<file path="src/rtl/shs_pkg.sv">
`default_nettype none

package shs_pkg;

  localparam int KEY_W   = 8;
  localparam int WORD_W  = 64;
  localparam int BASE_W  = 11;
  localparam int DEPTH_W = 11;
  localparam int OP_W    = 2;
  localparam int STAT_W  = 3;

  typedef enum logic [OP_W-1:0] {
    OP_PUSH   = 2'd0,
    OP_POP    = 2'd1,
    OP_LOOKUP = 2'd2,
    OP_IGNORE = 2'd3
  } op_t;

  typedef enum logic [STAT_W-1:0] {
    ST_OK        = 3'd0,
    ST_BAD_KEY   = 3'd1,
    ST_BAD_BASE  = 3'd2,
    ST_OVERFLOW  = 3'd3,
    ST_UNDERFLOW = 3'd4
  } status_t;

  // Controller to datapath.
  typedef struct packed {
    logic capture;       // take the input transaction and start the first reads
    logic entry_lookup;  // read the entry that the key's slot points at
    logic commit;        // update state and load the result register
  } shs_cmd_t;

  // Datapath to controller.
  typedef struct packed {
    logic need_entry;    // lookup hit: the entry store must still be read
    logic out_free;      // the result register can take a new result
  } shs_sts_t;

endpackage

`default_nettype wire

</file>
<file path="src/rtl/shs_ctrl.sv">
`default_nettype none

module shs_ctrl
  import shs_pkg::*;
(
  input  logic     clk,
  input  logic     rst_n,
  input  logic     in_valid,
  input  shs_sts_t sts,
  output shs_cmd_t cmd,
  output logic     busy
);

  typedef enum logic [1:0] {
    S_IDLE,
    S_READ,
    S_ENTRY
  } state_t;

  state_t state_r, state_nxt;
  logic   busy_r;

  always_comb begin
    cmd       = '0;
    state_nxt = state_r;
    unique case (state_r)
      S_IDLE: begin
        if (in_valid) begin
          cmd.capture = 1'b1;
          state_nxt   = S_READ;
        end
      end
      S_READ: begin
        if (sts.need_entry) begin
          cmd.entry_lookup = 1'b1;
          state_nxt        = S_ENTRY;
        end else if (sts.out_free) begin
          cmd.commit = 1'b1;
          state_nxt  = S_IDLE;
        end
      end
      S_ENTRY: begin
        if (sts.out_free) begin
          cmd.commit = 1'b1;
          state_nxt  = S_IDLE;
        end
      end
      default: state_nxt = S_IDLE;
    endcase
  end

  always_ff @(posedge clk) begin
    if (!rst_n) begin
      state_r <= S_IDLE;
      busy_r  <= 1'b0;
    end else begin
      state_r <= state_nxt;
      busy_r  <= (state_nxt != S_IDLE);
    end
  end

  assign busy = busy_r;

endmodule

`default_nettype wire

</file>
<file path="config.mk">
export PLATFORM = sky130hd
export DESIGN_NAME = shs_ctrl
export DESIGN_NICKNAME = d
export VERILOG_FILES = /design/src/rtl/shs_pkg.sv /design/src/rtl/shs_ctrl.sv
export SDC_FILE = /design/constraint.sdc
export NUM_CORES = 1
export LEC_CHECK = 0
export ABC_AREA = 1
export BUFFER_PORTS_ARGS = -buffer_cell sky130_fd_sc_hd__buf_2
export CAP_MARGIN = 20
export CORE_AREA = 3 3 40 42
export DETAILED_ROUTE_END_ITERATION = 12
export DIE_AREA = 0 0 43 45
export PLACE_DENSITY = 0.45
export SLEW_MARGIN = 20
export SYNTH_ARGS = -nofsm -noshare
export SYNTH_HDL_FRONTEND = slang
export SYNTH_SLANG_ARGS = --single-unit
</file>
<file path="constraint.sdc">
create_clock -name clk -period 2.2 [get_ports clk]
set_clock_uncertainty 0.05 [all_clocks]
set_input_delay 0.11 -clock clk [delete_from_list [all_inputs] [get_ports clk]]
set_output_delay 0.11 -clock clk [all_outputs]
set_load 0.005 [all_outputs]
</file>
==> impl_results.md, run 1 <==
- Die X: 43 um
- Post-route cell area: 340 sq um
- Crit. End Element: primary output
- GRT Overall Usage: 6.49%
- Post-CTS sizing: 0
- Synthesized area per cell: 6.38 sq um
- Reg2Reg Setup Slack: 0.93 ns
- R2r endpoint: busy
- Peak Freq: 0.687 GHz
- Vias: 254
- Critical-path top delay cell: dfxtp_1
- Crit path max-delay family: flip-flops
- RSZ-0062 raised after global routing: false
- Via density: 3.79
- Final #Nets: 63
- CP Max Fanout: 5
- CTS tree: built
- Synth Register Bits: 3
- Max Cap Violations: 0
- Post-CTS Setup Bufs: 0
- Vias in the first global route: 245
- Min-delay src: rst_n
- Worst Reg-to-Reg Cells: 7
- Post-synth net total: 50
- DRC: 0
- Initial Util: 19.9%
- Core area: 1280 sq um
- Crit Path Category: flop to primary output
- Remaining Overflow, GRT: 0
- Clk slew on worst S/H paths: 0.03 ns
- Hold/Removal Path Class: primary input to flop
- Worst hold stages: 5
- 1st-iter DRT viols: 3
- CP max stage delay: 0.39 ns
- TritonCTS Buffers: 3
- Sequential fraction of the synthesis area: 23.5%
- Post-CTS Hold Buffers: 0
- CP Launch Type: flop
- Clk buf depth: 2
- Top Ports: 9
- Final hold viol count: 0
- Post-Place Cell Area: 314 sq um
- Setup TNS: 0 ns
- Period utilization: 66.2%
- Row count: 13
- Crit path DAT: 1.30 ns
- Layout cell share with drive strength beyond 1: 23.1%
- Tmin final: 1.46 ns
- Global-route wire length before repair: 924 um
- Initial antenna violation count: 0
- DRT Pass-1 Iters: 3
- N_diodes: 0
- Leakage: 0.219 nW
- Syn Inst Count: 40
- Routed len/inst: 7.39 um
- Final WL: 495 um
- Synthesized cell area: 255 sq um
- Synth cell types: 8
- Worst ir drop on vdd: 0.274 mV
- Vert. Die Dim: 45 um
- DP HPWL: 420 um
- Worst EP required: 2.04 ns
- Outcome: finished, final reports clean
- Worst-margin pin slew: 0.173 ns
- Warnings, synthesis: 0
- CTS root buffer: clkbuf_4
- Full die area: 1940 sq um
- PD cells: 651 nW/um^2
- Critical path, cell by cell: inv_1 -> ha_1 -> nand3_1 -> nor2_1 -> buf_2
- Most frequent cells in the layout: inv_1 (11), nand2_1 (11), buf_2 (8)
- Slew Limit Fails: 0
- Max-slew headroom: 88.4%
- Setup violators final: 0
- RR Startpoint: state_r[1]
- Pin count of the biggest net entering global routing: 6
- Area Growth Syn to Fin: 33.3%
- Worst path bufs/invs: 2
- GP Congestion: 0.742
- H-tree Lvls: 1
- WHS Endpoint: state_r[1]
- Skew-Pair Late Insertion Delay: 0.23 ns
- Post-route ant nets: 0
- Clock sinks: 3
- I/O Buffers: 8
## routing by layer
layer	GRT usage (%)	part of all wire, %	vias up
li1	-	-	139
met1	7.95	49	104
met2	9.58	42	9
met3	1.59	6.1	2
met4	5.42	3.0	0
met5	0	0	-
## flip-flops by register name (all words and copies together), names as in the netlist
name,cells
busy,1
state_r,2
## Yosys cell counts
master    n  area share [%]
nand3_1   3             5.9
nand2_1  11              16
nor2_1    5             7.4
dfxtp_1   3              24
o21a_1    1             2.9
ha_1      5              25
o21ai_2   1             3.4
inv_1    11              16
## worst min-delay path: cells and delay by family
family                 cells  cell delay, ns
AND/OR/NAND/NOR            2            0.12
buffers and inverters      3            0.17
## final cells by class
| type | count | area [sq um] |
|---|---|---|
| Tap cell | 15 | 18.8 |
| Clock buffer | 4 | 26.3 |
| Multi-Input combinational cell | 26 | 154 |
| Timing Repair Buffer | 8 | 40.0 |
| Inverter | 11 | 41.3 |
| Fill cell | 154 | 945 |
| Sequential cell | 3 | 60.1 |
## logic make-up after synthesis
logic type      Yosys count  share of synthesized area, %
fa+ha+maj                 5                          24.5
simple gates             19                          29.4
compound gates            2                          6.37
flops                     3                          23.5
buf+inv                  11                          16.2
## through the flow
stage                     utilization (%)  hold WS [ns]  instances  power, mW  worst slack, ns
after detailed placement             24.4         0.426         63      0.129            0.913
after global placement               24.4         0.425         63      0.130            0.907
after global routing                 26.5         0.225         67      0.244            0.569
after floorplan                         -         0.242         40      0.108             1.01
final                                26.5         0.174         67      0.222            0.745
after CTS                            26.5         0.181         67      0.228            0.722
## where the power goes
part           total (mW)  switching (mW)  internal [mW]
Clock              0.0942          0.0263         0.0678
Combinational      0.0592          0.0328         0.0264
Sequential         0.0683         0.00587         0.0624
Total               0.222          0.0650          0.157
## worst max-delay path by stage
stage                from      to  cells past startpoint
2_1_floorplan  state_r[1]    busy                      7
3_3_place_gp   state_r[1]    busy                      7
3_5_place_dp   state_r[1]    busy                      7
4_1_cts        state_r[1]  cmd[0]                      5
5_1_grt        state_r[1]  cmd[0]                      5
6_report       state_r[1]  cmd[0]                      5
No activity file was read; power rests on OpenSTA's default activity.
==> inputs of run 2 (changes only) <==
ABC_AREA = 0   (was 1)
PLACE_DENSITY = 0.46   (was 0.45)
clock period = 1.22 ns   (was 2.2 ns; I/O delays follow)
==> impl_results.md, run 2 <==
- Crit path DAT: 1.17 ns
- Max Used Layer: met4
- WP depth: 5
- Post-synth net total: 41
- Post-Place Cell Area: 333 sq um
- GRT Overall Usage: 8.73%
- Comb power frac: 42.2%
- Share of the synthesized area in the top cell type: 24.6%
- Pint: 0.362 mW
- Global-route wire length before repair: 1.20 mm
- Fin worst setup slack: -0.0613 ns
- Die X: 43 um
- Sw frac: 31.0%
- Remaining Overflow, GRT: 0
- Crit path from: state_r[0]
- Initial Util: 19.8%
- Syn Inst Count: 31
- Clk buf depth: 2
- Dominant cells by area after synthesis: ha_1 (25%), dfxtp_1 (24%), inv_1 (7.4%)
- Core area: 1280 sq um
- Synth Register Bits: 3
- Peak Freq: 0.780 GHz
- Tmin final: 1.28 ns
- RR Startpoint: state_r[0]
- 1st-iter DRT viols: 4
- Vert. Die Dim: 45 um
- Final hold viol count: 0
- Synth cell types: 15
- Final WL: 682 um
- Psw: 0.163 mW
- Biggest register: state_r
- Vias in the first global route: 279
- Clk pwr share: 34.7%
- Max-slew headroom: 84.0%
- DP HPWL: 428 um
- Non-Filler Instances: 65
- Area Growth Syn to Fin: 108%
- Met2 WL post-DR: 336 um
- Async S/R FF share, synth: 0%
- Crit path max-delay family: flip-flops
- Reg power frac: 23.0%
- Post-route ant nets: 0
- I/O Buffers: 8
- Main synth FF type: dfxtp_1
- Sequential fraction of the synthesis area: 23.6%
- PD cells: 992 nW/um^2
- Hold/Removal Path Class: primary input to flop
- Critical-path top delay cell: dfxtp_4
- Post-route cell area: 529 sq um
- Warnings, synthesis: 0
- Max Cap Violations: 0
- Worst-margin pin slew: 0.239 ns
- CP Launch Type: flop
- Met3 routed WL: 26 um
- Leading post-synthesis cells by instance count: ha_1 (5), inv_1 (5), nor2_1 (4)
- Max reg flops: 2
- CTS tree: built
- Final #Nets: 61
- Commonest non-fill, non-tap cell in the layout: buf_2
- Top Ports: 9
- Synthesized cell area: 254 sq um
- DRT Pass-1 Iters: 2
- CTS root buffer: clkbuf_4
- Via density: 4.17
- Outcome: finished, violations left
- Leakage: 0.240 nW
- DRC: 0
- Setup violators final: 4
- TritonCTS Buffers: 3
- Worst path bufs/invs: 2
- Slew Limit Fails: 0
- GP Congestion: 0.662
- CP Max Fanout: 4
- Layout cell share with drive strength beyond 1: 74.0%
- Failing checks: setup timing
- RSZ-0062 raised after global routing: true
- Period utilization: 105%
- Row count: 13
- Crit Path Category: flop to primary output
- Met1 Wirelength: 293 um
- Critical path, cell by cell: buf_6 -> ha_4 -> a21oi_2 -> nor2_1 -> buf_2
- Initial antenna violation count: 0
- CP max stage delay: 0.35 ns
- Clock sinks: 3
- Synthesized area per cell: 8.19 sq um
- Synth area leader: ha_1
- Clk slew on worst S/H paths: 0.04 ns
- Worst ir drop on vdd: 0.277 mV
- Worst hold stages: 4
- Skew-Pair Late Insertion Delay: 0.24 ns
- Routed len/inst: 10.5 um
- Post-CTS Hold Buffers: 0
- Vias: 271
- Worst Reg-to-Reg Cells: 5
- Full die area: 1940 sq um
- H-tree Lvls: 1
- N_diodes: 0
- Most frequent cells in the layout: buf_2 (6), buf_4 (5), ha_4 (4), buf_6 (4)
- Crit. End Element: primary output
- Min-delay src: in_valid
- Pin count of the biggest net entering global routing: 6
- Post-Place Cells: 56
- Post-synth EDFFs: 0
- Worst EP required: 1.11 ns
==> run 2: cell count changes in the layout (fill, tap and decap cells not counted), moves of 3 or more <==
| cell | previous run | this run |
|---|---|---|
| buf_4 | 0 | 5 |
| buf_6 | 0 | 4 |
| ha_1 | 5 | 1 |
| ha_4 | 0 | 4 |
| inv_1 | 11 | 3 |
| nand2_1 | 11 | 1 |
| nand3_1 | 3 | 0 |
==> run 2: layout make-up <==
cell class | instances | area (sq um)
inverter | 5 | 26.3
timing repair buffer | 15 | 113
sequential | 3 | 67.6
multi-input combinational | 23 | 278
clock buffer | 4 | 26.3
fill | 122 | 756
tap | 15 | 18.8
==> run 2: power groups by stage <==
stage | clock (mW) | combinational (mW) | sequential (mW)
finish | 0.182 | 0.222 | 0.121
global route | 0.198 | 0.243 | 0.122
CTS | 0.179 | 0.163 | 0.119
detailed placement | 0 | 0.112 | 0.123
global placement | 0 | 0.114 | 0.124
floorplan | 0 | 0.0741 | 0.122
==> run 2: routing by layer <==
layer / vias up / GRT usage (%)
li1: 140 / -
met1: 121 / 10.3
met2: 8 / 14.1
met3: 2 / 1.20
met4: 0 / 7.23
met5: - / 0
==> run 2: worst register-to-register path, cell delays in order (launching register included) <==
cell and delay, ns:
dfxtp_4 0.35, buf_6 0.13, ha_4 0.15, nor2b_4 0.12, o311ai_4 0.23, o22ai_1 0.11
==> run 2: cell families (layout without fill, tap and decap cells) <==
kind of cell             Yosys count  count (layout)  share of synthesized area [%]
AND/OR/NAND/NOR                   11              11                           21.7
buffers and inverters              5              24                           7.39
adder cells (fa/ha/maj)            5               5                           24.6
AO/OA/AOI/OAI                      7               7                           22.7
flip-flops                         3               3                           23.6
==> run 2: final timing paths <==
path | endpoint | slack [ns]
setup / recovery | cmd[0] | -0.06
hold / removal | state_r[1] | 0.13
setup reg to reg | busy | -0.05
hold reg to reg | state_r[1] | 0.61
==> run 2: through the flow <==
| stage | util, % | setup TNS [ns] | worst slack (ns) | power, mW | hold slack, ns |
|---|---|---|---|---|---|
| after global routing | 41.2 | -0.332 | -0.109 | 0.563 | 0.152 |
| after CTS | 34.5 | -0.344 | -0.102 | 0.461 | 0.116 |
| after floorplan | - | 0 | 0.0206 | 0.196 | 0.149 |
| after detailed placement | 25.9 | -0.176 | -0.0915 | 0.235 | 0.352 |
| final | 41.2 | -0.132 | -0.0613 | 0.525 | 0.135 |
| after global placement | 25.9 | -0.245 | -0.110 | 0.238 | 0.364 |
==> run 2: what timing repair did <==
action                     in CTS  in global routing
gates resized for setup        14                 17
setup endpoints to repair       6                  6
pin swaps                       3                 11
buffers inserted                4                  1
==> inputs of run 3 (changes only) <==
REMOVE_ABC_BUFFERS = 1   (was default)
==> impl_results.md, run 3 (same netlist as run 2, synthesis figures left out) <==
- Outcome: finished, violations left
- Failing checks: setup timing
- Final hold viol count: 0
- Tmin final: 1.31 ns
- PD cells: 1020 nW/um^2
- 1st-iter DRT viols: 5
- WP depth: 6
- Critical path, cell by cell: buf_6 -> ha_4 -> buf_6 -> a21oi_2 -> nor2_1 -> buf_2
- Final hold slack: 0.136 ns
- Via density: 4.19
- Non-Filler Instances: 63
- CP max stage delay: 0.33 ns
- CP Launch Type: flop
- Min-delay src: sts[0]
- Worst Reg-to-Reg Cells: 5
- Crit path top cell by count: buf_6
- Vert. Die Dim: 45 um
- Fin worst setup slack: -0.0855 ns
- Initial antenna violation count: 0
- Max-slew headroom: 84.1%
- Setup violators final: 2
- CP Max Fanout: 3
- Crit path to: cmd[0]
- Remaining Overflow, GRT: 0
- R2r endpoint: busy
- RR Startpoint: state_r[1]
- Crit path max-delay family: buffers and inverters
- Hold/Removal Path Class: primary input to flop
- Initial Util: 19.8%
- H-tree Lvls: 1
- Global-route wire length before repair: 993 um
- Post-route ant nets: 0
- CTS tree: built
- Worst EP required: 1.11 ns
- TritonCTS Buffers: 3
- N_diodes: 0
- Crit path from: state_r[1]
- Final Core Density: 36.9%
- Skew-Pair Late Insertion Delay: 0.23 ns
- Peak Freq: 0.766 GHz
- Flip-flop and latch area: 65.1 sq um
- Period utilization: 107%
- Die X: 43 um
- Overall power: 0.485 mW
- Leakage: 0.216 nW
- Clk buf depth: 2
- RSZ-0062 raised after global routing: true
- DRC: 0
- CTS root buffer: clkbuf_4
- Top Ports: 9
- Slew Limit Fails: 0
- I/O Buffers: 8
- Max Cap Violations: 0
- Vias: 264
- Crit path DAT: 1.19 ns
- Full die area: 1940 sq um
- Most frequent cells in the layout: buf_2 (7), nor2_1 (4)
- Commonest non-fill, non-tap cell in the layout: buf_2
- DP HPWL: 434 um
- Core area: 1280 sq um
- GRT Overall Usage: 6.90%
- Post-Place Cells: 56
- Routed len/inst: 11.3 um
- Area Growth Syn to Fin: 86.7%
- Final WL: 711 um
- Final #Nets: 59
- Setup TNS: -0.120 ns
- Max reg flops: 2
- Clk slew on worst S/H paths: 0.04 ns
- Layout cell share with drive strength beyond 1: 66.7%
- Crit Path Category: flop to primary output
- Crit. End Element: primary output
- Reg2Reg Setup Slack: -0.03 ns
- FILL cells: 137
- Worst path bufs/invs: 3
- Vias in the first global route: 258
- Biggest register: state_r
- Multi-input combinational cell area: 249 sq um
- Pin count of the biggest net entering global routing: 7
- Row count: 13
- GP Congestion: 0.759
- Critical-path top delay cell: dfxtp_2
- DRT Pass-1 Iters: 3
- Clock sinks: 3
- Worst ir drop on vdd: 0.246 mV
- Worst-margin pin slew: 0.237 ns
run 3: tightest hold or removal path, cell delays in order:
cell and delay, ns:
buf_2 0.11, inv_1 0.04, a21oi_1 0.07, nor2_1 0.09
run 3: final cells by class:
cell class / instances / area share [%]
inverter: 5 / 5.01
timing repair buffer: 13 / 19.3
clock buffer: 4 / 5.54
tap: 15 / 3.96
sequential: 3 / 13.7
multi-input combinational: 23 / 52.5
run 3: layer usage:
layer | part of all wire (%) | global-route usage [%]
met1 | 43 | 8.63
met2 | 53 | 10.5
met3 | 3.8 | 2.39
met4 | 0 | 3.61
met5 | 0 | 0
run 3: worst min-delay path by stage:
stage,endpoint,cells past startpoint
2_1_floorplan,cmd[0],2
3_3_place_gp,cmd[0],4
3_5_place_dp,state_r[0],4
4_1_cts,state_r[0],4
5_1_grt,state_r[0],4
6_report,state_r[0],4
run 3: per-stage QoR:
stage               setup WS, ns  instance area [sq um]
floorplan                -0.0457                    254
global placement          -0.144                    328
detailed placement        -0.149                    328
CTS                      -0.0859                    394
global route              -0.138                    474
finish                   -0.0855                    474
run 3: timing repair:
| action | 4_1_cts | 5_1_grt |
|---|---|---|
| gates resized for setup | 12 | 13 |
| endpoints found under the setup margin | 6 | 6 |
| buffers inserted | 0 | 3 |
| pin swaps | 2 | 7 |
| hold buffers | 0 | 0 |
run 3: power breakdown:
group / switching [mW] / total [mW] / internal, mW
clock network: 0.0489 / 0.171 / 0.122
logic: 0.0809 / 0.188 / 0.107
registers: 0.0136 / 0.125 / 0.112
